### src/hcbp_pkg.sv
// Shared types and constants of the Huffman code bit packer.
// No dependencies.
package hcbp_pkg;

  localparam int unsigned BYTE_BITS  = 8;
  localparam int unsigned OPCODE_W   = 2;
  localparam int unsigned SYM_W      = 8;
  localparam int unsigned IN_CODE_W  = 32;
  localparam int unsigned IN_LEN_W   = 6;
  localparam int unsigned PAD_W      = 3;
  localparam int unsigned IN_DATA_W  = 48;
  localparam int unsigned OUT_DATA_W = 16;

  // Input transaction opcodes
  typedef enum logic [OPCODE_W-1:0] {
    OP_LOAD   = 2'd0,
    OP_ENCODE = 2'd1,
    OP_FLUSH  = 2'd2
  } opcode_e;

  // Work item kind carried through the queue
  typedef enum logic {
    KIND_ENCODE = 1'b0,
    KIND_FLUSH  = 1'b1
  } kind_e;

endpackage

### src/hcbp_back.sv
// Back end: appends codes to bit window, emits a byte per unstalled cycle.
// Depends on hcbp_pkg.
module hcbp_back
  import hcbp_pkg::*;
#(
  parameter int unsigned MAX_CODE_BITS = 32
) (
  input  logic                               clk_i,
  input  logic                               rst_ni,
  input  logic                               q_valid_i,
  output logic                               q_ready_o,
  input  kind_e                              q_kind_i,
  input  logic [MAX_CODE_BITS-1:0]           q_code_i,
  input  logic [$clog2(MAX_CODE_BITS+1)-1:0] q_len_i,
  output logic                               out_valid_o,
  input  logic                               out_ready_i,
  output logic [BYTE_BITS-1:0]               out_byte_o,
  output logic [PAD_W-1:0]                   out_pad_o,
  output logic                               out_last_o
);

  localparam int unsigned W  = BYTE_BITS + MAX_CODE_BITS;
  localparam int unsigned NW = $clog2(W);

  // Window holds pending bits left-aligned; bits below cnt are zero
  logic [W-1:0]         win_d, win_q;
  logic [NW-1:0]        cnt_d, cnt_q;
  logic [W-1:0]         win_b;
  logic [NW-1:0]        cnt_b;
  logic                 out_free;
  logic                 emit;
  logic                 idle;
  logic                 flush_ok;
  logic                 pop;
  logic                 ov_d, ov_q;
  logic [BYTE_BITS-1:0] obyte_d, obyte_q;
  logic [PAD_W-1:0]     opad_d, opad_q;
  logic                 olast_d, olast_q;

  assign out_free = !ov_q || out_ready_i;
  assign emit     = out_free && (cnt_q >= NW'(BYTE_BITS));

  // State after this cycle's byte, if any, leaves the window
  assign win_b = emit ? (win_q << BYTE_BITS) : win_q;
  assign cnt_b = emit ? (cnt_q - NW'(BYTE_BITS)) : cnt_q;
  assign idle  = (cnt_b < NW'(BYTE_BITS));

  // A flush needs the output slot unless nothing is pending
  assign flush_ok  = !emit && ((cnt_b == '0) || out_free);
  assign q_ready_o = idle && ((q_kind_i == KIND_ENCODE) || flush_ok);
  assign pop       = q_valid_i && q_ready_o;

  // Window update
  always_comb begin
    win_d = win_b;
    cnt_d = cnt_b;
    if (pop) begin
      case (q_kind_i)
        KIND_ENCODE: begin
          win_d = {win_b[W-1:W-BYTE_BITS], {MAX_CODE_BITS{1'b0}}}
                | ({q_code_i, {BYTE_BITS{1'b0}}} >> cnt_b);
          cnt_d = cnt_b + NW'(q_len_i);
        end
        KIND_FLUSH: begin
          win_d = '0;
          cnt_d = '0;
        end
        default: begin
          win_d = win_b;
          cnt_d = cnt_b;
        end
      endcase
    end
  end

  // Output register
  always_comb begin
    ov_d    = ov_q;
    obyte_d = obyte_q;
    opad_d  = opad_q;
    olast_d = olast_q;
    if (emit) begin
      ov_d    = 1'b1;
      obyte_d = win_q[W-1:W-BYTE_BITS];
      opad_d  = '0;
      olast_d = (cnt_b < NW'(BYTE_BITS));
    end else if (pop && (q_kind_i == KIND_FLUSH) && (cnt_b != '0)) begin
      ov_d    = 1'b1;
      obyte_d = win_b[W-1:W-BYTE_BITS];
      opad_d  = PAD_W'(NW'(BYTE_BITS) - cnt_b);
      olast_d = 1'b1;
    end else if (out_ready_i) begin
      ov_d = 1'b0;
    end
  end

  always_ff @(posedge clk_i or negedge rst_ni) begin
    if (!rst_ni) begin
      win_q <= '0;
      cnt_q <= '0;
      ov_q  <= 1'b0;
    end else begin
      win_q <= win_d;
      cnt_q <= cnt_d;
      ov_q  <= ov_d;
    end
  end

  always_ff @(posedge clk_i) begin
    obyte_q <= obyte_d;
    opad_q  <= opad_d;
    olast_q <= olast_d;
  end

  assign out_valid_o = ov_q;
  assign out_byte_o  = obyte_q;
  assign out_pad_o   = opad_q;
  assign out_last_o  = olast_q;

endmodule

### config.mk
export PLATFORM = sky130hd
export DESIGN_NAME = hcbp_back
export DESIGN_NICKNAME = d
export VERILOG_FILES = /design/src/hcbp_pkg.sv /design/src/hcbp_back.sv
export SDC_FILE = /design/constraint.sdc
export NUM_CORES = 1
export LEC_CHECK = 0
export BUFFER_PORTS_ARGS = -buffer_cell sky130_fd_sc_hd__clkbuf_2
export CAP_MARGIN = 20
export CORE_UTILIZATION = 30
export DETAILED_ROUTE_END_ITERATION = 10
export SLEW_MARGIN = 10
export SYNTH_ARGS = -nofsm -noshare
export SYNTH_HDL_FRONTEND = slang
export SYNTH_SLANG_ARGS = --single-unit
### constraint.sdc
create_clock -name clk_i -period 2.5 [get_ports clk_i]
set_clock_uncertainty 0.2 [all_clocks]
set_input_delay 0.5 -clock clk_i [delete_from_list [all_inputs] [get_ports clk_i]]
set_output_delay 0.5 -clock clk_i [all_outputs]
set_load 0.01 [all_outputs]
## Yosys cells after proc, flatten, opt, wreduce, memory -nomap -nowiden

Cells that the tools add are included.

| word-level totals | value |
|---|---|
| bits of input ports | 43 |
| register bits | 59 |
| word-level logic and storage cells | 44 |
| output and inout bits | 14 |

| cells by class | value |
|---|---|
| bitwise gates (word level) | 2 |
| muxes and demuxes | 13 |
| magnitude comparators | 2 |
| add/sub/neg operators | 3 |
| shift operators | 1 |
| reductions and logical operators | 16 |

Operator list:

| cell | count |
|---|---|
| 2-to-1 mux 40 bit | 2 |
| case mux 40 bit (2 select lines) | 1 |
| bitwise OR 40 bit | 1 |
| >> shifter 40 x 6 -> 40 bit | 1 |
| 2-to-1 mux 8 bit | 2 |
| 2-to-1 mux 6 bit | 2 |
| case mux 6 bit (2 select lines) | 1 |
| adder 6 bit | 1 |
| greater-or-equal comparator 6 x 4 -> 1 bit, second input constant | 1 |
| logical AND 1 bit | 6 |
| logical NOT 6 bit | 1 |
| < comparator 6 x 4 -> 1 bit, second input constant | 1 |
| nonzero test 6 bit | 1 |
| subtractor 6 x 4 -> 6 bit, second input constant | 1 |
| 2-to-1 mux 1 bit | 5 |
| nonzero test 2 bit | 2 |
| logical OR 1 bit | 3 |
| nonzero test 3 bit | 1 |
| subtractor 1 x 3 -> 3 bit, first input constant | 1 |
| logical NOT 1 bit | 2 |
| inverter 1 bit | 1 |

## Logic depth before layout (Yosys ltp)

Gate-level depths: netlist of the first run.

| depth | value |
|---|---|
| word-level depth | 14 |
| mapped depth | 13 |

## Worst setup path after synthesis of the first run

OpenSTA, ideal clock, no wires.

| timing path | value |
|---|---|
| path type | register to register |
| start | register cnt_q[0] |
| end | register obyte_q[0], in the netlist out_byte_o[0], enable pin |
| slack | -0.244 ns |
| clock period less this slack | 2.744 ns |
| setup time | 0.334 ns |
| cell stages (with the launch flop) | 11 |
| required time | 1.966 ns |
| arrival | 2.209 ns |
| cell sequence | dfrtp_1 buf_6 inv_2 buf_1 ha_1 nor2b_1 mux2i_1 a21boi_2 and3_1 nand3_1 nand2_1 |

| on the way | value |
|---|---|
| longest elaborated chain between the ends | 12 |
| elaborated cells on any way between the ends | 16 |
| those cells by class | add/sub: 1; order compare: 2; mux: 1; reduce/logical: 12 |

Ends and longest elaborated chain:

| item | RTL line | source |
|---|---|---|
| start: declaration | hcbp_back.sv:27 | `logic [NW-1:0] cnt_d, cnt_q;` |
| start signal: assignment | hcbp_back.sv:104 | `cnt_q <= cnt_d;` |
| parallel branches: the longest is 11 deep, another holds greater-or-equal comparator 6 x 4 -> 1 bit | n/a |  |
| nonzero test 2 bit (no line) * | n/a |  |
| end signal: assignment | hcbp_back.sv:110 | `obyte_q <= obyte_d;` |
| end: declaration | hcbp_back.sv:36 | `logic [BYTE_BITS-1:0] obyte_d, obyte_q;` |

Mark *: on every way between the ends.
A chain may end at the register's enable or synchronous reset.

## Worst setup path after layout of the first run

| timing path | value |
|---|---|
| start | register cnt_q[3] |
| end | output port q_ready_o |

| on the way | value |
|---|---|
| longest elaborated chain between the ends | 8 |
| elaborated cells on any way between the ends | 11 |
| those cells by class | add/sub: 1; order compare: 2; mux: 1; reduce/logical: 7 |

Ends and longest elaborated chain:

| item | RTL line | source |
|---|---|---|
| parallel branches: the longest is 7 deep, another holds greater-or-equal comparator 6 x 4 -> 1 bit | n/a |  |
| logical AND 1 bit * | hcbp_back.sv:50 | `assign q_ready_o = idle && ((q_kind_i == KIND_ENCODE) \|\| flush_ok);` |
| end: declaration | hcbp_back.sv:11 | `output logic q_ready_o,` |

Marks and branches as above.

==> impl_results.md, run 1 <==
* Max_slew headroom at 0.670
* Fin crit share at 0.958
* Measured slew at the worst slew-check pin at 0.492 ns
* Final setup viols at 0
* Clock Path Buffers at 2
* Synthesis Warnings at 0
* Rows at 43
* # diodes at 0
* Area Overhead vs Synth at 20.7%
* Worst Setup End Kind: primary output
* FMAX at 418 MHz
* Setup TNS at 0 ns
* ANT nets after route at 0
* Die W at 123 um
* Met3 routed WL at 607 um
* CTS buffer count at 9
* HPWL Detailed at 9.25 mm
* Ys flop type: dfrtp_1
* Clk pin slew, worst setup/hold paths at 0.05 ns
* Startpoint Class: flop
* CTS tree: yes
* Initial antenna violation count at 0
* Mean Syn Cell Area at 9.47 um2
* Vias in the first global route at 3611
* Hold Vio Cnt, Final at 0
* CP peak stage delay at 0.35 ns
* Slew Limit Fails at 0
* MaxCap Viol Count at 0
* Peak supply drop at 540 uV
* Crit path kind: flop to primary output
* Met1 wire length at 5.96 mm
* Via density per instance at 5.33
* Nets at 571
* Drt first pass iters at 5
* Cell Area, Synth at 4380 um2
* Port buffer count at 56
* Share of cells above drive strength 1 at 0.299
* Clk_lat worst skew at 0.33 ns
* Post-synthesis cell type count at 62
* Cell Pwr Density at 1380 nW/um2
* Ys async rst share at 0.797
* Pre-CTS WS at 0.165 ns
* Largest net degree at the start of global routing at 44
* Worst setup margin at 0.106 ns
* Die height at 123 um
* Crit path max fanout at 4
* Metal2 WL at 5.22 mm
* Worst path cell trace: inv_2 > ha_1 > nand2_1 > mux2i_2 > nand2_2 > a21oi_2 > clkbuf_2
* Status: finished clean
* Starting Density at 0.312
* CORE AREA at 14000 um2
* Post-synth EDFFs at 9
* DRC viols at 0
* Lkg Pwr at 2.40 nW
* Syn nets at 514
* Vias at 3756
* Post-DR wirelength/cell at 17.1 um
* CP Data Required Time at 1.80 ns
* HP Class: flop to flop
* Top layer in use: met4
* GP Congestion at 0.884
* Total congestion overflow at 0
* Tmin final at 2.39 ns
* H-Tree Depth at 3
* Register bit count reported by yosys at 59
* CTS sink cnt at 59
* Sequential-to-total area share from yosys stat at 0.344
* Gate Count Post-Synth at 463
* Total Routing Usage GR at 0.166
* Final wirelength at 12.0 mm
* Crit path DAT at 1.69 ns
* Wire length of the first global-routing pass at 19.3 mm
* Clk root buf: clkbuf_16
* Die area at 15100 um2
* CP max stage cell: dfrtp_1
* I/O Pins at 57
* 1st-iter DRT viols at 213
## metrics by stage
step                      hold slack [ns]  total power [mW]  std cells  area [um2]   util
after floorplan                   0.00441              4.76        463        4410      -
after CTS                           0.254              7.25        704        5280  0.376
after global placement              0.200              5.92        685        4940  0.352
after detailed placement            0.200              5.97        685        4940  0.352
after global routing                0.262              7.75        705        5290  0.377
final                               0.250              7.29        705        5290  0.377
## per-layer routing
metal | vias to the layer above | GRT usage
li1 | 1822 | -
met1 | 1780 | 0.242
met2 | 138 | 0.246
met3 | 16 | 0.0258
met4 | 0 | 0.0640
met5 | - | 0
## final cells by class
| cell class | count | area, um2 |
|---|---|---|
| Fill cell | 1412 | 8750 |
| Multi-Input combinational cell | 351 | 2640 |
| Sequential cell | 59 | 1510 |
| Timing Repair Buffer | 88 | 573 |
| Clock buffer | 13 | 292 |
| Tap cell | 180 | 225 |
| Inverter | 11 | 41.3 |
| Clock inverter | 3 | 17.5 |
## Yosys cell counts (all sizes together), types with 11 or more instances
library cell / number / area share
o21ai: 29 / 0.034
dfrtp: 47 / 0.27
nand2: 62 / 0.053
buf: 24 / 0.037
mux2i: 61 / 0.14
nor2: 22 / 0.019
mux2: 22 / 0.057
a21oi: 22 / 0.025
clkbuf: 18 / 0.016
nand3: 17 / 0.021
o22ai: 14 / 0.020
inv: 11 / 0.0094
## placed cells by master, fill, tap and decap left out, drive strengths merged, types with 3 or more instances in the layout
| cell type | synthesis | layout |
|---|---|---|
| xor2 | 3 | 3 |
| nand3 | 17 | 17 |
| buf | 24 | 31 |
| a31oi | 10 | 10 |
| o32ai | 4 | 4 |
| a21oi | 22 | 22 |
| mux4 | 9 | 9 |
| and3 | 7 | 7 |
| o21ai | 29 | 29 |
| dfrtp | 47 | 47 |
| nor2 | 22 | 22 |
| o31ai | 3 | 3 |
| o2bb2ai | 8 | 8 |
| a211oi | 8 | 8 |
| dfxtp | 3 | 3 |
| nor2b | 4 | 4 |
| o22ai | 14 | 14 |
| mux2 | 22 | 22 |
| clkbuf | 18 | 69 |
| inv | 11 | 11 |
| and2 | 7 | 7 |
| a32o | 4 | 4 |
| edfxtp | 9 | 9 |
| mux2i | 61 | 61 |
| nand2 | 62 | 62 |
| ha | 7 | 7 |
## worst max-delay path, delay by kind of cell (launching register included)
family          cells  cell delay [ns]
compound gates      1             0.12
fa+ha+maj           1             0.19
flops               1             0.35
buf+inv             2             0.21
simple gates        2             0.19
mux                 1             0.30
## cells by family (layout without fill, tap and decap cells)
group,after synthesis,in the layout,synth area share
xor+xnor,5,5,0.00999
flops,59,59,0.344
mux,92,92,0.243
buf+inv,53,115,0.0619
simple gates,126,126,0.133
fa+ha+maj,8,8,0.0245
compound gates,120,120,0.184
## flip-flops by register name, summed over array words and instances (netlist names)
register,flops
win_q,40
out_byte_o,8
cnt_q,6
out_pad_o,3
out_last_o,1
out_valid_o,1
## worst paths after layout
kind | slack (ns) | endpoint | from | depth (start not counted)
max in group asynchronous | 1.12 | win_q[22] | rst_ni | 3
hold reg to reg | 0.25 | out_byte_o[4] | win_q[36] | 0
hold / removal | 0.25 | out_byte_o[4] | win_q[36] | 0
setup reg to reg | 0.16 | out_byte_o[7] | cnt_q[1] | 8
setup / recovery | 0.11 | q_ready_o | cnt_q[3] | 7
min in group asynchronous | 0.40 | cnt_q[5] | rst_ni | 2
## where the power goes
part	internal [mW]	total (mW)	switching, mW	leakage [nW]
clock	0.807	1.23	0.420	0.153
sequential	1.36	1.57	0.213	0.745
combinational	1.91	4.50	2.59	1.50
total	4.07	7.29	3.22	2.40
## repair_timing
action,in CTS,in global routing
gates cloned,0,0
hold buffers,1,0
endpoints found under the hold margin,9,0
setup buffers,2,1
resized for setup,0,2
setup endpoints to repair,1,1
No activity file was read; power rests on OpenSTA's default activity.
==> inputs of run 2 (changes only) <==
clock period = 2.45 ns   (was 2.5 ns; I/O delays follow)
==> impl_results.md, run 2 (synthesis gave the netlist of run 1 again) <==
* Die height at 123 um (unchanged)
* Reg2reg path depth at 7 (was 8)
* Clk pin slew, worst setup/hold paths at 0.05 ns (about the same)
* MaxCap Viol Count at 0 (unchanged)
* Die W at 123 um (unchanged)
* RSZ-0062 raised after global routing: false
* I/O Pins at 57 (unchanged)
* Starting Density at 0.312 (unchanged)
* Worst Hold Path Cells at 0 (unchanged)
* Flop2flop setup slack at 0.11 ns (was 0.16 ns)
* Startpoint Class: flop (unchanged)
* 1st-iter DRT viols at 302 (was 213)
* Final setup viols at 0 (unchanged)
* Hold EP: out_byte_o[0] (was out_byte_o[4])
* CTS buffer count at 9 (unchanged)
* Crit path max fanout at 29 (was 4)
* Setup TNS at 0 ns (unchanged)
* Sw frac at 0.427 (was 0.442)
* Tmin final at 2.34 ns
* Max reg flops at 40 (unchanged)
* CORE AREA at 14000 um2 (unchanged)
* Measured slew at the worst slew-check pin at 0.539 ns (was 0.492 ns)
* Reg2reg end: win_q[17] (was out_byte_o[7])
* Wire length of the first global-routing pass at 19.9 mm (was 19.3 mm)
* Final wirelength at 12.4 mm (was 12.0 mm)
* Fin crit share at 0.956
* Reg2Reg Launch Point: cnt_q[1] (unchanged)
* Total power at 7.89 mW (was 7.29 mW)
* Clock Path Buffers at 2 (unchanged)
* Top reg by flops: win_q (unchanged)
* Area Overhead vs Synth at 23.9% (was 20.7%)
* Vias at 3867 (was 3756)
* Crit path DAT at 2.34 ns (was 1.69 ns)
* Crit path kind: flop to flop (was flop to primary output)
* # diodes at 0 (unchanged)
* Via density per instance at 5.42 (was 5.33)
* H-Tree Depth at 3 (unchanged)
* FMAX at 427 MHz
* Clk_lat worst skew at 0.32 ns (was 0.33 ns)
* Clock network fraction of design power at 0.181 (was 0.168)
* Max_slew headroom at 0.637 (was 0.670)
* Total Routing Usage GR at 0.172 (was 0.166)
* CTS sink cnt at 59 (unchanged)
* Total congestion overflow at 0 (unchanged)
* Most frequent cells in the layout: 59 x nand2_1, 59 x mux2i_1, 56 x clkbuf_2 (was 60 x nand2_1, 60 x mux2i_1, 56 x clkbuf_2)
* Die area at 15100 um2 (unchanged)
* Share of cells above drive strength 1 at 0.313 (was 0.299)
* Combinational power share at 0.616 (was 0.617)
* Rows at 43 (unchanged)
* Hold_sp: win_q[32] (was win_q[36])
* ANT nets after route at 0 (unchanged)
* Hold Vio Cnt, Final at 0 (unchanged)
* Switching power at 3.37 mW (was 3.22 mW)
* Status: finished clean (unchanged)
* Nets at 580 (was 571)
* Post-DR wirelength/cell at 17.3 um (was 17.1 um)
* HPWL Detailed at 9.42 mm (was 9.25 mm)
* Lkg Pwr at 2.47 nW (was 2.40 nW)
* Drt first pass iters at 5 (unchanged)
* CTS tree: yes (unchanged)
* Initial antenna violation count at 0 (unchanged)
* GP Congestion at 0.872 (was 0.884)
* Slew Limit Fails at 0 (unchanged)
* Vias in the first global route at 3791 (was 3611)
* CP Data Required Time at 2.45 ns (was 1.80 ns)
* DRC viols at 0 (unchanged)
* Largest net degree at the start of global routing at 39 (was 44)
* HP Class: flop to flop (unchanged)
* Peak supply drop at 491 uV (was 540 uV)
* Sequential share of power at 0.203 (was 0.215)
* Internal Dissipation at 4.52 mW (was 4.07 mW)
* Clk root buf: clkbuf_16 (unchanged)
* Port buffer count at 56 (unchanged)
* Worst Setup End Kind: flop (was primary output)
* Cell Pwr Density at 1450 nW/um2 (was 1380 nW/um2)
-- run 2: cell types whose count changed in the layout (fill, tap and decap cells not counted), sizes merged --
cell,previous run,this run
clkbuf,69,66
clkinv,2,3
clkinvlp,1,0
bufinv,0,3
buf,31,40
-- run 2: worst max-delay path by stage --
stage,slack (ns),cells after the start,endpoint,startpoint
5_1_grt,0.008,7,win_q[17],cnt_q[1]
6_report,0.11,7,win_q[17],cnt_q[1]
2_1_floorplan,0.01,11,out_byte_o[0],cnt_q[1]
3_3_place_gp,0.12,9,cnt_q[5],out_ready_i
3_5_place_dp,0.005,9,cnt_q[5],out_ready_i
4_1_cts,0.06,7,q_ready_o,cnt_q[3]
-- run 2: final cells by class --
type,instances,area [um2]
inverter,11,41.3
tap,180,225
clock buffer,10,239
multi-input combinational,351,2660
timing repair buffer,97,653
fill,1362,8610
clock inverter,6,103
sequential,59,1510
-- run 2: routing by layer --
layer / global-route usage / share of wire / up-vias
met4: 0.0541 / 0.015 / 0
met2: 0.259 / 0.44 / 168
met5: 0 / 0 / -
met1: 0.248 / 0.46 / 1834
li1: - / - / 1850
met3: 0.0318 / 0.080 / 15
-- run 2: timing repair --
action                                 4_1_cts  5_1_grt
endpoints found under the hold margin       17        0
gates resized for setup                      2        3
hold buffers                                 1        0
setup endpoints to repair                    1        2
pin swaps                                    1        1
buffers inserted                             3        0
-- run 2: worst max-delay path: stages, from the launching register on --
cell and delay [ns]:
dfrtp_2 0.40, buf_12 0.20, buf_4 0.20, mux2i_2 0.24, a21oi_1 0.16, mux4_2 0.51, a21oi_1 0.22, a211oi_1 0.08
-- run 2: power by group through the flow --
stage / Clock (mW) / Combinational (mW) / Sequential (mW)
2_1_floorplan: 0 / 3.27 / 1.61
3_3_place_gp: 0 / 4.60 / 1.62
3_5_place_dp: 0 / 4.67 / 1.62
4_1_cts: 1.44 / 4.80 / 1.60
5_1_grt: 1.49 / 5.24 / 1.64
6_report: 1.43 / 4.86 / 1.60
-- run 2: metrics by stage --
stage / hold slack, ns / setup slack [ns] / instances / util / instance area, um2
floorplan: -0.00559 / 0.00983 / 463 / - / 4420
global placement: 0.234 / 0.120 / 694 / 0.358 / 5030
detailed placement: 0.240 / 0.00530 / 694 / 0.358 / 5030
CTS: 0.252 / 0.0550 / 714 / 0.386 / 5420
global route: 0.262 / 0.00805 / 714 / 0.387 / 5430
finish: 0.248 / 0.107 / 714 / 0.387 / 5430
