==> config.mk <==
export PLATFORM = sky130hd
export DESIGN_NAME = hcbp_fifo
export DESIGN_NICKNAME = d
export VERILOG_FILES = /design/src/hcbp_fifo.sv
export SDC_FILE = /design/constraint.sdc
export NUM_CORES = 1
export LEC_CHECK = 0
export BUFFER_PORTS_ARGS = -buffer_cell sky130_fd_sc_hd__buf_2
export CORE_ASPECT_RATIO = 1.2
export CORE_UTILIZATION = 57
export DETAILED_ROUTE_END_ITERATION = 10
export PLACE_DENSITY = 0.86
export SKIP_LAST_GASP = 1
export SYNTH_ARGS = -nofsm -noshare
export SYNTH_HDL_FRONTEND = slang
export SYNTH_SLANG_ARGS = --single-unit
==> constraint.sdc <==
create_clock -name clk_i -period 2.6 [get_ports clk_i]
set_input_delay 0.52 -clock clk_i [delete_from_list [all_inputs] [get_ports clk_i]]
set_output_delay 0.52 -clock clk_i [all_outputs]
set_load 0.05 [all_outputs]
==> src/hcbp_fifo.sv <==
// Small flop-based queue between the front and back ends.
// No dependencies.
module hcbp_fifo #(
  parameter int unsigned WIDTH = 40,
  parameter int unsigned DEPTH = 4
) (
  input  logic             clk_i,
  input  logic             rst_ni,
  input  logic             push_valid_i,
  output logic             push_ready_o,
  input  logic [WIDTH-1:0] push_data_i,
  output logic             pop_valid_o,
  input  logic             pop_ready_i,
  output logic [WIDTH-1:0] pop_data_o
);

  localparam int unsigned PTR_W = $clog2(DEPTH);
  localparam int unsigned CNT_W = $clog2(DEPTH + 1);

  logic [WIDTH-1:0] data_q [DEPTH];
  logic [PTR_W-1:0] wptr_d, wptr_q;
  logic [PTR_W-1:0] rptr_d, rptr_q;
  logic [CNT_W-1:0] cnt_d, cnt_q;
  logic             push;
  logic             pop;

  assign push_ready_o = (cnt_q != CNT_W'(DEPTH));
  assign pop_valid_o  = (cnt_q != '0);
  assign push         = push_valid_i && push_ready_o;
  assign pop          = pop_valid_o && pop_ready_i;
  assign pop_data_o   = data_q[rptr_q];

  // Pointer and fill count update
  always_comb begin
    wptr_d = wptr_q;
    rptr_d = rptr_q;
    cnt_d  = cnt_q;
    if (push) begin
      wptr_d = (wptr_q == PTR_W'(DEPTH - 1)) ? '0 : wptr_q + 1'b1;
    end
    if (pop) begin
      rptr_d = (rptr_q == PTR_W'(DEPTH - 1)) ? '0 : rptr_q + 1'b1;
    end
    if (push && !pop) begin
      cnt_d = cnt_q + 1'b1;
    end else if (pop && !push) begin
      cnt_d = cnt_q - 1'b1;
    end
  end

  always_ff @(posedge clk_i or negedge rst_ni) begin
    if (!rst_ni) begin
      wptr_q <= '0;
      rptr_q <= '0;
      cnt_q  <= '0;
    end else begin
      wptr_q <= wptr_d;
      rptr_q <= rptr_d;
      cnt_q  <= cnt_d;
    end
  end

  // Storage
  always_ff @(posedge clk_i) begin
    if (push) begin
      data_q[wptr_q] <= push_data_i;
    end
  end

endmodule

Yosys cells after proc, flatten, opt, wreduce, memory -nomap -nowiden

Memories as Yosys holds them, arrays and structs flattened.
Cells that the tools add are included.

$add $sub $neg: 4
Eq/ne operators: 3
Mux-type cells: 6
Reductions and logical operators: 8

Operators with widths:

| cell                                                               | number |
|---|---|
| 3-bit two-way mux                                                  | 2 |
| 2-bit by 1-bit adder with 2-bit output, second input constant      | 2 |
| 2-bit equality test, second input constant                         | 2 |
| 1-bit logical AND                                                  | 4 |
| 2-bit two-way mux                                                  | 2 |
| 3-bit by 1-bit adder with 3-bit output, second input constant      | 1 |
| 3-bit != test, second input constant                               | 1 |
| 3-bit nonzero test                                                 | 1 |
| 3-bit by 1-bit subtractor with 3-bit output, second input constant | 1 |
| 1-bit zero test                                                    | 2 |
| 1-bit two-way mux                                                  | 2 |
| 2-bit nonzero test                                                 | 1 |

Register bits after elaboration: 7
Memory bits (writable): 160
Input port bits: 44
Output and inout bits: 42
Logic and storage cells: 25
Memories kept: 1

Memory list:

| name   | words | width | rd ports | clocked after memory_dff | wr ports | RTL line | RTL |
|---|---|---|---|---|---|---|---|
| data_q | 4     | 40    | 1        | 0                        | 1        | 20       | `logic [WIDTH-1:0] data_q [DEPTH];` |

Logic depth before layout (Yosys ltp)

Gate-level depths: netlist (run 1).

Word-level depth: 6
Depth in mapped cells: 8
Depth with buffers taken out: 8

Least setup slack after synthesis (run 1)

Ideal clock, no wire load.

Path type: register to register
Start point: register cnt_q[1]
End point: register cnt_q[2]
Library setup time: 79 ps
Arrival time: 2,213 ps
Data required time: 2,521 ps
Slack: 308 ps
Cell stages (with the launch flop): 9
Buffers on the path: 0
Clock period less this slack: 2,292 ps
Path through: dfrtp_1 -> or3_2 -> nand2_1 -> ha_1 -> inv_1 -> fa_1 -> xor2_1 -> nor2_1 -> xor2_1

Word-level cells in the longest chain between the ends: 5
Elaborated cells on any way between the ends: 13
Classes of those cells: 2 x add/sub; 1 x eq/ne; 2 x mux; 8 x reduce/logical

RTL lines:

| item                                                    | RTL line | RTL |
|---|---|---|
| start, declared                                         | 23       | `logic [CNT_W-1:0] cnt_d, cnt_q;` |
| start signal, assigned                                  | 59       | `cnt_q <= cnt_d;` |
| 3-bit nonzero test (*)                                  | 28       | `assign pop_valid_o = (cnt_q != '0);` |
| via pop_valid_o                                         | 12       | `output logic pop_valid_o,` |
| 1-bit logical AND (*)                                   | 30       | `assign pop = pop_valid_o && pop_ready_i;` |
| 1-bit zero test                                         | 44       | `if (push && !pop) begin` |
| 1-bit logical AND                                       | 44       |  |
| 3-bit two-way mux or 2-bit nonzero test (tied branches) | n/a      |  |

The timed path passes the listed nets; every way through them passes the cells marked *. The select of a mux whose other input is x is not followed.
A chain may end at the register's enable or synchronous reset.

Final worst setup path (run 1)

Start point: register rptr_q[1]
End point: output port pop_data_o[9]

Word-level cells in the longest chain between the ends: 1

RTL lines:

| item                   | RTL line | RTL |
|---|---|---|
| start, declared        | 22       | `logic [PTR_W-1:0] rptr_d, rptr_q;` |
| start signal, assigned | 58       | `rptr_q <= rptr_d;` |
| memory 4 x 40 bit      | n/a      |  |
| end, declared          | 14       | `output logic [WIDTH-1:0] pop_data_o` |

No other way between the ends.

==> results of run 1 <==
-- per-stage QoR --
stage / hold slack (ns) / power (mW)
floorplan: 0.2244 / 6.764
global placement: 0.3585 / 7.531
detailed placement: 0.3717 / 7.617
CTS: 0.3123 / 10.05
global route: 0.3108 / 10.34
finish: 0.3262 / 9.947
-- cell type report --
type                       count  share of cell area
sequential                   167              0.6741
inverter                       3            0.001524
tap                          129             0.02184
multi-input combinational     66              0.1568
clock inverter                14             0.02133
timing repair buffer          90             0.06636
clock buffer                  18             0.05807
-- what timing repair did --
item / CTS / global route
hold endpoints to repair: 7 / 0
resized for setup: 0 / 0
hold buffers: 1 / 0
-- logic make-up after synthesis --
| logic type | synth area share |
|---|---|
| multiplexers | 0.1555 |
| AND/OR/NAND/NOR | 0.01170 |
| buffers and inverters | 0.01069 |
| flip-flops | 0.8026 |
| XOR/XNOR | 0.004235 |
| adder cells (fa/ha/maj) | 0.01533 |
-- per-layer routing --
metal  up-vias  GRT usage  routed length (microns)
met3         6    0.05147                      573
met5         -          0                        0
li1       1240          -                        -
met1      1446     0.2284                     3989
met2        80     0.3225                     5419
met4         0    0.06961                       87
-- report_power, final --
group	switching, mW	internal (mW)	total (mW)
sequential	0.235	3.58	3.82
clock	0.933	1.50	2.43
combinational	2.51	1.19	3.70
total	3.67	6.27	9.95
-- layout by cell type, fill, tap and decap left out, types with 2 or more instances in the layout --
master,instances
edfxtp_1,160
buf_2,85
mux4_2,40
clkbuf_16,17
ha_1,6
clkinv_1,5
dfrtp_1,5
and3_2,4
clkinv_4,4
inv_1,3
mux2_2,3
nor2_1,3
bufinv_16,3
mux2_4,2
xor2_1,2
buf_12,2
buf_4,2
dfrtp_2,2
-- registers in the layout (all words and copies together), names as in the netlist --
signal / cells
wptr_q: 2
cnt_q: 3
rptr_q: 2
data_q: 160
-- critical path, stage by stage, from the launching register on --
cell     delay, ns
dfrtp_2       0.71
buf_4         0.26
mux4_2        0.31
buf_2         0.23
-- worst max path at each step --
| stage | start | slack (ns) | end | depth (start not counted) |
|---|---|---|---|---|
| after global routing | rptr_q[1] | 0.08 | pop_data_o[8] | 3 |
| after detailed placement | cnt_q[1] | 0.41 | cnt_q[2] | 8 |
| after floorplan | cnt_q[1] | 0.31 | cnt_q[2] | 8 |
| after CTS | rptr_q[1] | 0.14 | pop_data_o[9] | 3 |
| final | rptr_q[1] | 0.16 | pop_data_o[9] | 3 |
| after global placement | cnt_q[1] | 0.48 | cnt_q[2] | 8 |
==> results by group, run 1 <==
Global route
  • Antenna violations before repair: 1
  • GR Overflow Total: 0
  • Total track usage: 0.1862
  • First-pass GRT wire length: 15190 microns
  • Pin count of the biggest net entering global routing: 41
  • Vias in the first global route: 2891

Synthesis
  • Mapped Cells: 246
  • Most common flop cell mapped by yosys: edfxtp_1
  • Most frequent cell after synthesis: edfxtp_1
  • Cell Area, Synth: 0.006205 sq mm
  • Area leader, netlist: edfxtp_1
  • Yosys top cell area share: 0.7743
  • Synth unique cells: 20
  • Register bit count reported by yosys: 167
  • Post-synth EDFFs: 160
  • Largest cells by area after synthesis: edfxtp_1 77%, mux4_2 15%, dfrtp_1 2.8%
  • Ys async rst share: 0.04192
  • Commonest cells post-synth: 160 x edfxtp_1, 40 x mux4_2, 7 x dfrtp_1
  • Syn_nets: 297
  • Synth warn: 0
  • Syn Area/Cell: 25.22 sq um
  • Seq/Total Area, Yosys: 0.8026

Worst hold path
  • HP Start: push_data_i[6]
  • Hold endpoint: data_q[3][6]
  • Hold Path Stages: 1
  • Hold/Removal Path Class: in -> reg

Final layout
  • Final net count: 396
  • Antenna diode count: 0
  • Layout Cells excl Fill: 487
  • P&R area growth vs syn: 19.12%
  • Util after Layout: 0.6994
  • Multi-input logic area: 0.001159 sq mm
  • Cell area after layout: 0.007391 sq mm
  • Fraction of layout cells with a size suffix above 1: 0.4721
  • FILL cells: 626
  • Total area of sequential cells: 0.004982 sq mm

STA
  • Slew Limit Fails: 0
  • Final worst setup slack: 0.1635 ns
  • Final clock skew: 0.006378 ns
  • Min cycle time layout: 2.436 ns
  • Fin Setup TNS: 0 ns
  • Worst-margin pin slew: 1.080 ns
  • Period Utilization, post-route: 0.9371
  • Max Freq: 410.4 MHz
  • Max_slew headroom: 0.2799
  • RSZ-0062 raised after global routing: false
  • Final setup viols: 0
  • Final hold viol count: 0

Pwr
  • Leak: 2.593 nW
  • Maximum vdd ir drop: 1.050 mV
  • Power Dens Cells: 1346 mW/mm^2

Drt
  • DRC Markers: 0
  • Wire length per cell: 20.68 microns
  • Post-Route WL: 10070 microns
  • Routed Antenna Nets: 0
  • Vias per inst: 5.692
  • Total number of vias: 2772
  • DR iter-0 viols: 133
  • DRT Pass-1 Iters: 4

Placement
  • Pre-CTS WS: 0.4122 ns
  • Port Buf Inserts: 85
  • HPWL after DPL: 5977 microns
  • Placed cells: 454
  • Routability-driven placement congestion ratio: 0.6963
  • Placed Area: 0.006794 sq mm

Worst setup path
  • Critical path data arrival time: 1.92 ns
  • Worst reg2reg path startpoint: cnt_q[0]
  • Reg-to-reg critical path endpoint: cnt_q[2]
  • Crit Path Max Fanout: 21
  • Kind of critical path: reg -> out
  • Reg2Reg Setup Slack: 0.38 ns
  • Worst Setup End Kind: output port
  • Setup crit start kind: register
  • WP data required: 2.08 ns
  • R2R depth: 8

Status
  • Status: finished clean

Floorplan
  • Die Y: 116.3 microns
  • Core box area: 0.01057 sq mm
  • FP Rows: 41
  • Initial core utilization: 0.5871
  • Die width: 97.24 microns
  • I/O pins: 86
  • Die area: 0.01131 sq mm

CTS
  • Post CTS Setup Buffer Count: 0
  • H-Tree Depth: 4
  • Clock root cell: clkbuf_16
  • CTS max path bufs: 2
  • Num Clock Sinks: 167
  • CTS Buf Count: 17
  • Clk slew on worst S/H paths: 0.06 ns
  • Clk_lat worst skew: 0.40 ns
  • CTS tree: yes

Flow run
  • Number of max-cap violations: 0
Note: power is estimated with default switching activity, not from simulation.
==> run 2, diff against run 1 <==
--- a/config.mk
+++ b/config.mk
@@ -6,10 +6,12 @@
 export NUM_CORES = 1
 export LEC_CHECK = 0
 export BUFFER_PORTS_ARGS = -buffer_cell sky130_fd_sc_hd__buf_2
+export CELL_PAD_IN_SITES_DETAIL_PLACEMENT = 1
+export CELL_PAD_IN_SITES_GLOBAL_PLACEMENT = 2
 export CORE_ASPECT_RATIO = 1.2
-export CORE_UTILIZATION = 57
+export CORE_UTILIZATION = 44
 export DETAILED_ROUTE_END_ITERATION = 10
-export PLACE_DENSITY = 0.86
+export PLACE_DENSITY = 0.85
 export SKIP_LAST_GASP = 1
 export SYNTH_ARGS = -nofsm -noshare
 export SYNTH_HDL_FRONTEND = slang
==> run 2 against run 1 <==
- clock skew hardly changed
- clock power hardly changed
- hold slack worse by 0.025 ns
- global-route usage is 2.0 points lower
- total power is 1.5% higher
- setup slack worse by 0.043 ns
- sequential share of layout area is 1.1 points lower
- sequential power hardly changed
- critical path type unchanged
==> results by group, run 2 (synthesized netlist as in run 1, its figures left out) <==
Status
  • Status: finished clean

STA
  • Max Freq: 403.2 MHz (-1.8%)
  • Slew Limit Fails: 0 (unchanged)
  • Period Utilization, post-route: 0.9538 (+0.01672)
  • Final clock skew: 0.006638 ns (+0.0002599 ns)
  • RSZ-0062 raised after global routing: false
  • Final hold viol count: 0 (unchanged)
  • Worst-margin pin slew: 1.102 ns (+0.02203 ns)
  • Final setup viols: 0 (unchanged)
  • Max_slew headroom: 0.2652 (-0.01469)
  • Min cycle time layout: 2.480 ns (+0.04348 ns)
  • Fin Setup TNS: 0 ns (unchanged)

CTS
  • Num Clock Sinks: 167 (unchanged)
  • Clock root cell: clkbuf_16
  • H-Tree Depth: 4 (unchanged)
  • Clk slew on worst S/H paths: 0.07 ns (about the same)
  • CTS tree: yes
  • # resized after CTS: 0 (unchanged)
  • CTS max path bufs: 2 (unchanged)
  • Clk_lat worst skew: 0.43 ns (+0.03 ns)
  • CTS Buf Count: 17 (unchanged)

Worst setup path
  • Worst path max stage delay: 0.54 ns (-0.17 ns)
  • Critical path data arrival time: 1.96 ns (+0.04 ns)
  • Crit Path Max Fanout: 11 (-48%)
  • Setup crit start kind: register
  • WP data required: 2.08 ns (about the same)
  • Kind of critical path: reg -> out
  • R2R depth: 8 (unchanged)
  • Reg-to-reg critical path endpoint: cnt_q[2]
  • Worst Setup End Kind: output port
  • Crit-path cells: buf_4 -> mux4_2 -> buf_2
  • Worst Setup SP: rptr_q[0]
  • Reg2Reg Setup Slack: 0.36 ns (-0.02 ns)
  • Slowest CP cell: dfrtp_4
  • Crit path capture: pop_data_o[31]
  • Worst reg2reg path startpoint: cnt_q[1]

Final layout
  • Top reg by flops: data_q
  • Final net count: 405 (+2.3%)
  • Commonest non-fill, non-tap cell in the layout: edfxtp_1
  • Fraction of layout cells with a size suffix above 1: 0.4986 (+0.02657)
  • Commonest non-fill, non-tap cells in the layout: 160 x edfxtp_1, 85 x buf_2, 40 x mux4_2
  • Largest regs: data_q x160, cnt_q x3
  • Max reg flops: 160 (unchanged)
  • Layout Cells excl Fill: 538 (+10%)
  • P&R area growth vs syn: 21.13%
  • Antenna diode count: 0 (unchanged)
  • FILL cells: 1235 (+97%)

Drt
  • DRT Pass-1 Iters: 4 (unchanged)
  • DR iter-0 viols: 86 (-35%)
  • WL met2: 5880 microns (+8.5%)
  • Post-Route WL: 11310 microns (+12%)
  • Wl on met1: 4693 microns (+18%)
  • Total number of vias: 2830 (+2.1%)
  • DRC Markers: 0 (unchanged)
  • Met3 WL: 454 microns (-21%)
  • Routed Antenna Nets: 0 (unchanged)
  • Vias per inst: 5.260 (-7.6%)
  • Wire length per cell: 21.01 microns (+1.6%)
  • Highest Signal Layer: met4

Floorplan
  • Die width: 110.4 microns (+14%)
  • I/O pins: 86 (unchanged)
  • Die Y: 132.1 microns (+14%)
  • Core box area: 0.01376 sq mm (+30%)
  • Initial core utilization: 0.4509 (-0.1362)
  • Die area: 0.01458 sq mm (+29%)
  • FP Rows: 47 (+15%)

Placement
  • Placed cells: 497 (+9.5%)
  • Routability-driven placement congestion ratio: 0.6988 (+0.36%)
  • HPWL after DPL: 6822 microns (+14%)
  • Port Buf Inserts: 85 (unchanged)

Global route
  • Vias in the first global route: 3032 (+4.9%)
  • First-pass GRT wire length: 17400 microns (+15%)
  • Antenna violations before repair: 0 (-1)
  • GR Overflow Total: 0 (unchanged)
  • Total track usage: 0.1662 (-0.02004)
  • Pin count of the biggest net entering global routing: 41 (unchanged)

Flow run
  • Number of max-cap violations: 0 (unchanged)

Worst hold path
  • Hold/Removal Path Class: in -> reg
  • HP Start: push_data_i[31]

Pwr
  • Maximum vdd ir drop: 1.071 mV (+2.0%)
  • Power Dens Cells: 1344 mW/mm^2 (-0.17%)
  • Leak: 2.620 nW (+1.0%)
==> run 2: changes by cell type in the layout (fill, tap and decap cells not counted) <==
cell | previous run | this run
buf_4 | 2 | 10
clkinvlp_4 | 0 | 6
clkinv_1 | 5 | 0
clkbuf_8 | 0 | 4
bufinv_16 | 3 | 1
clkinv_4 | 4 | 2
buf_8 | 0 | 1
dfrtp_2 | 2 | 1
dfrtp_4 | 0 | 1
inv_6 | 1 | 0
==> run 2: per-stage QoR <==
stage          utilization  hold WS, ns  power, mW  setup WS [ns]  instance area (sq um)
2_1_floorplan            -       0.2244      6.764         0.3078                   6205
3_3_place_gp        0.4983       0.3664      7.598         0.3850                   6857
3_5_place_dp        0.4983       0.3704      7.705         0.3565                   6857
4_1_cts             0.5424       0.2784      10.16        0.01868                   7463
5_1_grt             0.5462       0.2955      10.49        0.05450                   7516
6_report            0.5462       0.3008      10.10         0.1201                   7516
==> run 2: worst min-delay path by stage <==
stage	to	slack, ns	cells past startpoint
4_1_cts	data_q[1][31]	0.28	1
3_3_place_gp	cnt_q[2]	0.37	1
3_5_place_dp	cnt_q[2]	0.37	1
5_1_grt	data_q[3][7]	0.30	1
2_1_floorplan	cnt_q[0]	0.22	0
6_report	data_q[1][31]	0.30	1
==> run 2: metal layers <==
metal  up-vias  track usage
li1       1252            -
met1      1481       0.2066
met2        75       0.2688
met3        22      0.04184
met4         0      0.09111
met5         -            0
==> run 2: area by class of cell <==
cell class	instances	area, sq um	area share
Sequential cell	167	4985	0.6632
Clock buffer	22	484.2	0.06442
Multi-Input combinational cell	66	1159	0.1542
Clock inverter	10	97.59	0.01298
Inverter	3	11.26	0.001498
Tap cell	171	214.0	0.02847
Timing Repair Buffer	99	565.5	0.07525
==> run 2: power breakdown <==
group / internal, mW / switching, mW / leakage, nW
Clock: 1.42 / 0.983 / 0.267
Sequential: 3.59 / 0.254 / 1.55
Combinational: 1.29 / 2.57 / 0.808
==> run 2: critical path, delay by kind of cell (launching register included) <==
family	cells	cell delay, ns
buf+inv	2	0.47
flops	1	0.54
mux	1	0.52
==> run 2: repair_timing <==
item | 4_1_cts | 5_1_grt
endpoints found under the hold margin | 7 | 0
hold buffers | 1 | 0
endpoints found under the setup margin | 26 | 6
buffers inserted | 1 | 7
==> run 3, diff against run 2 <==
--- a/config.mk
+++ b/config.mk
@@ -9,9 +9,9 @@
 export CELL_PAD_IN_SITES_DETAIL_PLACEMENT = 1
 export CELL_PAD_IN_SITES_GLOBAL_PLACEMENT = 2
 export CORE_ASPECT_RATIO = 1.2
-export CORE_UTILIZATION = 44
+export CORE_UTILIZATION = 36
 export DETAILED_ROUTE_END_ITERATION = 10
-export PLACE_DENSITY = 0.85
+export PLACE_DENSITY = 0.73
 export SKIP_LAST_GASP = 1
 export SYNTH_ARGS = -nofsm -noshare
 export SYNTH_HDL_FRONTEND = slang
==> run 3 against run 2 <==
- sequential power is essentially flat
- first-iteration DRC count grew 91%
- hold slack gained 0.0082 ns
- fmax grew 1.8%
- sequential cell count is the same
- clock power shrank 2%
- combinational power shrank 3%
- critical path type unchanged
- largest power group is now registers
- highest routed layer unchanged
==> results by group, run 3 (synthesized netlist as in run 1, its figures left out) <==
CTS
  • Num Clock Sinks: 167 (unchanged)
  • CTS Buf Count: 17 (unchanged)
  • CTS tree: yes
  • Clk_lat worst skew: 0.42 ns (about the same)
  • Clk slew on worst S/H paths: 0.06 ns (about the same)
  • CTS max path bufs: 2 (unchanged)
  • Clock root cell: clkbuf_16
  • H-Tree Depth: 4 (unchanged)

Final layout
  • Antenna diode count: 0 (unchanged)
  • Largest regs: data_q x160, cnt_q x3
  • Commonest non-fill, non-tap cell in the layout: edfxtp_1
  • Top reg by flops: data_q
  • Commonest non-fill, non-tap cells in the layout: 160 x edfxtp_1, 85 x buf_2, 40 x mux4_2
  • Final net count: 395 (-2.5%)
  • FILL cells: 1575 (+28%)
  • Max reg flops: 160 (unchanged)
  • P&R area growth vs syn: 20.49%
  • Fraction of layout cells with a size suffix above 1: 0.4762 (-0.02245)
  • Cell area after layout: 0.007476 sq mm (-0.53%)

STA
  • Slew Limit Fails: 0 (unchanged)
  • Max Freq: 410.6 MHz (+1.8%)
  • Max_slew headroom: 0.2260 (-0.03917)
  • Final worst setup slack: 0.1648 ns (+0.04477 ns)
  • Fin Setup TNS: 0 ns (unchanged)
  • Min cycle time layout: 2.435 ns (-0.04477 ns)
  • Final hold viol count: 0 (unchanged)
  • Worst-margin pin slew: 1.161 ns (+0.05875 ns)
  • RSZ-0062 raised after global routing: false
  • Final setup viols: 0 (unchanged)
  • Final clock skew: 0.008247 ns (+0.001609 ns)
  • Period Utilization, post-route: 0.9366 (-0.01722)

Placement
  • HPWL after DPL: 6735 microns (-1.3%)
  • Routability-driven placement congestion ratio: 0.6551 (-6.3%)
  • Pre-CTS WS: 0.3982 ns (+0.04171 ns)
  • Placed Area: 0.006898 sq mm (+0.60%)
  • Port Buf Inserts: 85 (unchanged)

Drt
  • Total number of vias: 2797 (-1.2%)
  • Post-Route WL: 11300 microns (about the same)
  • DRC Markers: 0 (unchanged)
  • DRT Pass-1 Iters: 4 (unchanged)
  • Vias per inst: 4.881 (-7.2%)
  • Routed Antenna Nets: 0 (unchanged)
  • DR iter-0 viols: 164 (+91%)
  • Wire length per cell: 19.72 microns (-6.2%)

Worst setup path
  • Slowest CP cell: mux4_2
  • Worst path buffer plus inverter count: 2 (unchanged)
  • Crit path max-delay family: multiplexers
  • Reg-to-reg critical path endpoint: cnt_q[2]
  • Critical path data arrival time: 1.92 ns (-0.04 ns)
  • Crit-path cells: buf_6 -> mux4_2 -> buf_2
  • Kind of critical path: reg -> out
  • Worst path max stage delay: 0.56 ns (+0.02 ns)
  • Crit Path Max Fanout: 18 (+7)
  • Worst Setup End Kind: output port
  • Reg2Reg Setup Slack: 0.41 ns (+0.05 ns)
  • R2R depth: 8 (unchanged)
  • WP data required: 2.08 ns (about the same)
  • Worst reg2reg path startpoint: cnt_q[1]
  • Setup crit start kind: register

Global route
  • GR Overflow Total: 0 (unchanged)
  • Pin count of the biggest net entering global routing: 41 (unchanged)
  • First-pass GRT wire length: 17780 microns (+2.2%)
  • Vias in the first global route: 3241 (+6.9%)
  • Total track usage: 0.1403 (-0.02583)
  • Antenna violations before repair: 0 (unchanged)

Pwr
  • Power Dens Cells: 1327 mW/mm^2 (-1.2%)
  • Maximum vdd ir drop: 0.8010 mV (-25%)
  • Leak: 2.578 nW (-1.6%)

Floorplan
  • Initial core utilization: 0.3682 (-0.08269)
  • I/O pins: 86 (unchanged)
  • Core box area: 0.01685 sq mm (+22%)
  • Die Y: 145.8 microns (+10%)
  • Die width: 121.8 microns (+10%)
  • Die area: 0.01777 sq mm (+22%)
  • FP Rows: 52 (+11%)

Worst hold path
  • Hold Path Stages: 1 (unchanged)
  • Hold/Removal Path Class: in -> reg
  • Hold endpoint: data_q[2][36]
  • HP Start: push_data_i[36]

Flow run
  • Number of max-cap violations: 0 (unchanged)

Status
  • Status: finished clean
run 3: changes by cell type in the layout (fill, tap and decap cells not counted), moves of 2 or more:
cell	change
buf_4	-10
clkinvlp_4	-5
clkbuf_1	+2
clkbuf_8	-2
run 3: how the worst max path moves through the flow:
stage                     slack [ns]  depth (start not counted)       from        endpoint
after global routing            0.08                          3  rptr_q[0]  pop_data_o[35]
final                           0.16                          3  rptr_q[0]  pop_data_o[25]
after CTS                      0.003                          3  rptr_q[0]  pop_data_o[25]
after floorplan                 0.31                          8   cnt_q[1]        cnt_q[2]
after global placement          0.46                          8   cnt_q[1]        cnt_q[2]
after detailed placement        0.40                          8   cnt_q[1]        cnt_q[2]
run 3: layout make-up:
class,count,area [sq um],area share
clock buffers,22,464.2,0.06209
flip-flops and latches,167,4987,0.6671
clock inverters,10,97.59,0.01305
well taps,216,270.3,0.03615
inverters,3,11.26,0.001506
multi-input cells,66,1159,0.1550
repair buffers,89,486.7,0.06510
run 3: report_power, final:
group / internal (mW) / switching [mW]
clock: 1.38 / 0.985
combinational: 1.18 / 2.56
sequential: 3.59 / 0.223
total: 6.15 / 3.77
run 3: through the flow:
step           utilization  power, mW  instances  hold slack (ns)
5_1_grt             0.4436      10.39        573           0.2910
3_5_place_dp        0.4093      7.719        540           0.3681
2_1_floorplan            -      6.764        246           0.2244
4_1_cts             0.4433      10.09        573           0.2896
6_report            0.4436      9.921        573           0.3090
3_3_place_gp        0.4093      7.645        540           0.3680
run 3: worst register-to-register path: cells and delay by family, from the launching register on:
| family | cells | cell delay (ns) |
|---|---|---|
| xor gates and xnor gates | 2 | 0.31 |
| adders and majority gates | 2 | 0.57 |
| buffers and inverters | 1 | 0.06 |
| DFF | 1 | 0.42 |
| and+or+nand+nor | 3 | 0.76 |
run 3: layer usage:
metal	wire (microns)	GRT usage
met5	0	0
met4	178	0.05926
met3	431	0.04114
met2	6100	0.2362
met1	4588	0.1657
run 3: timing repair:
action,in CTS,in global routing
buffers inserted,0,0
gates resized for setup,0,2
endpoints found under the setup margin,0,23
endpoints found under the hold margin,7,0
hold buffers,1,0
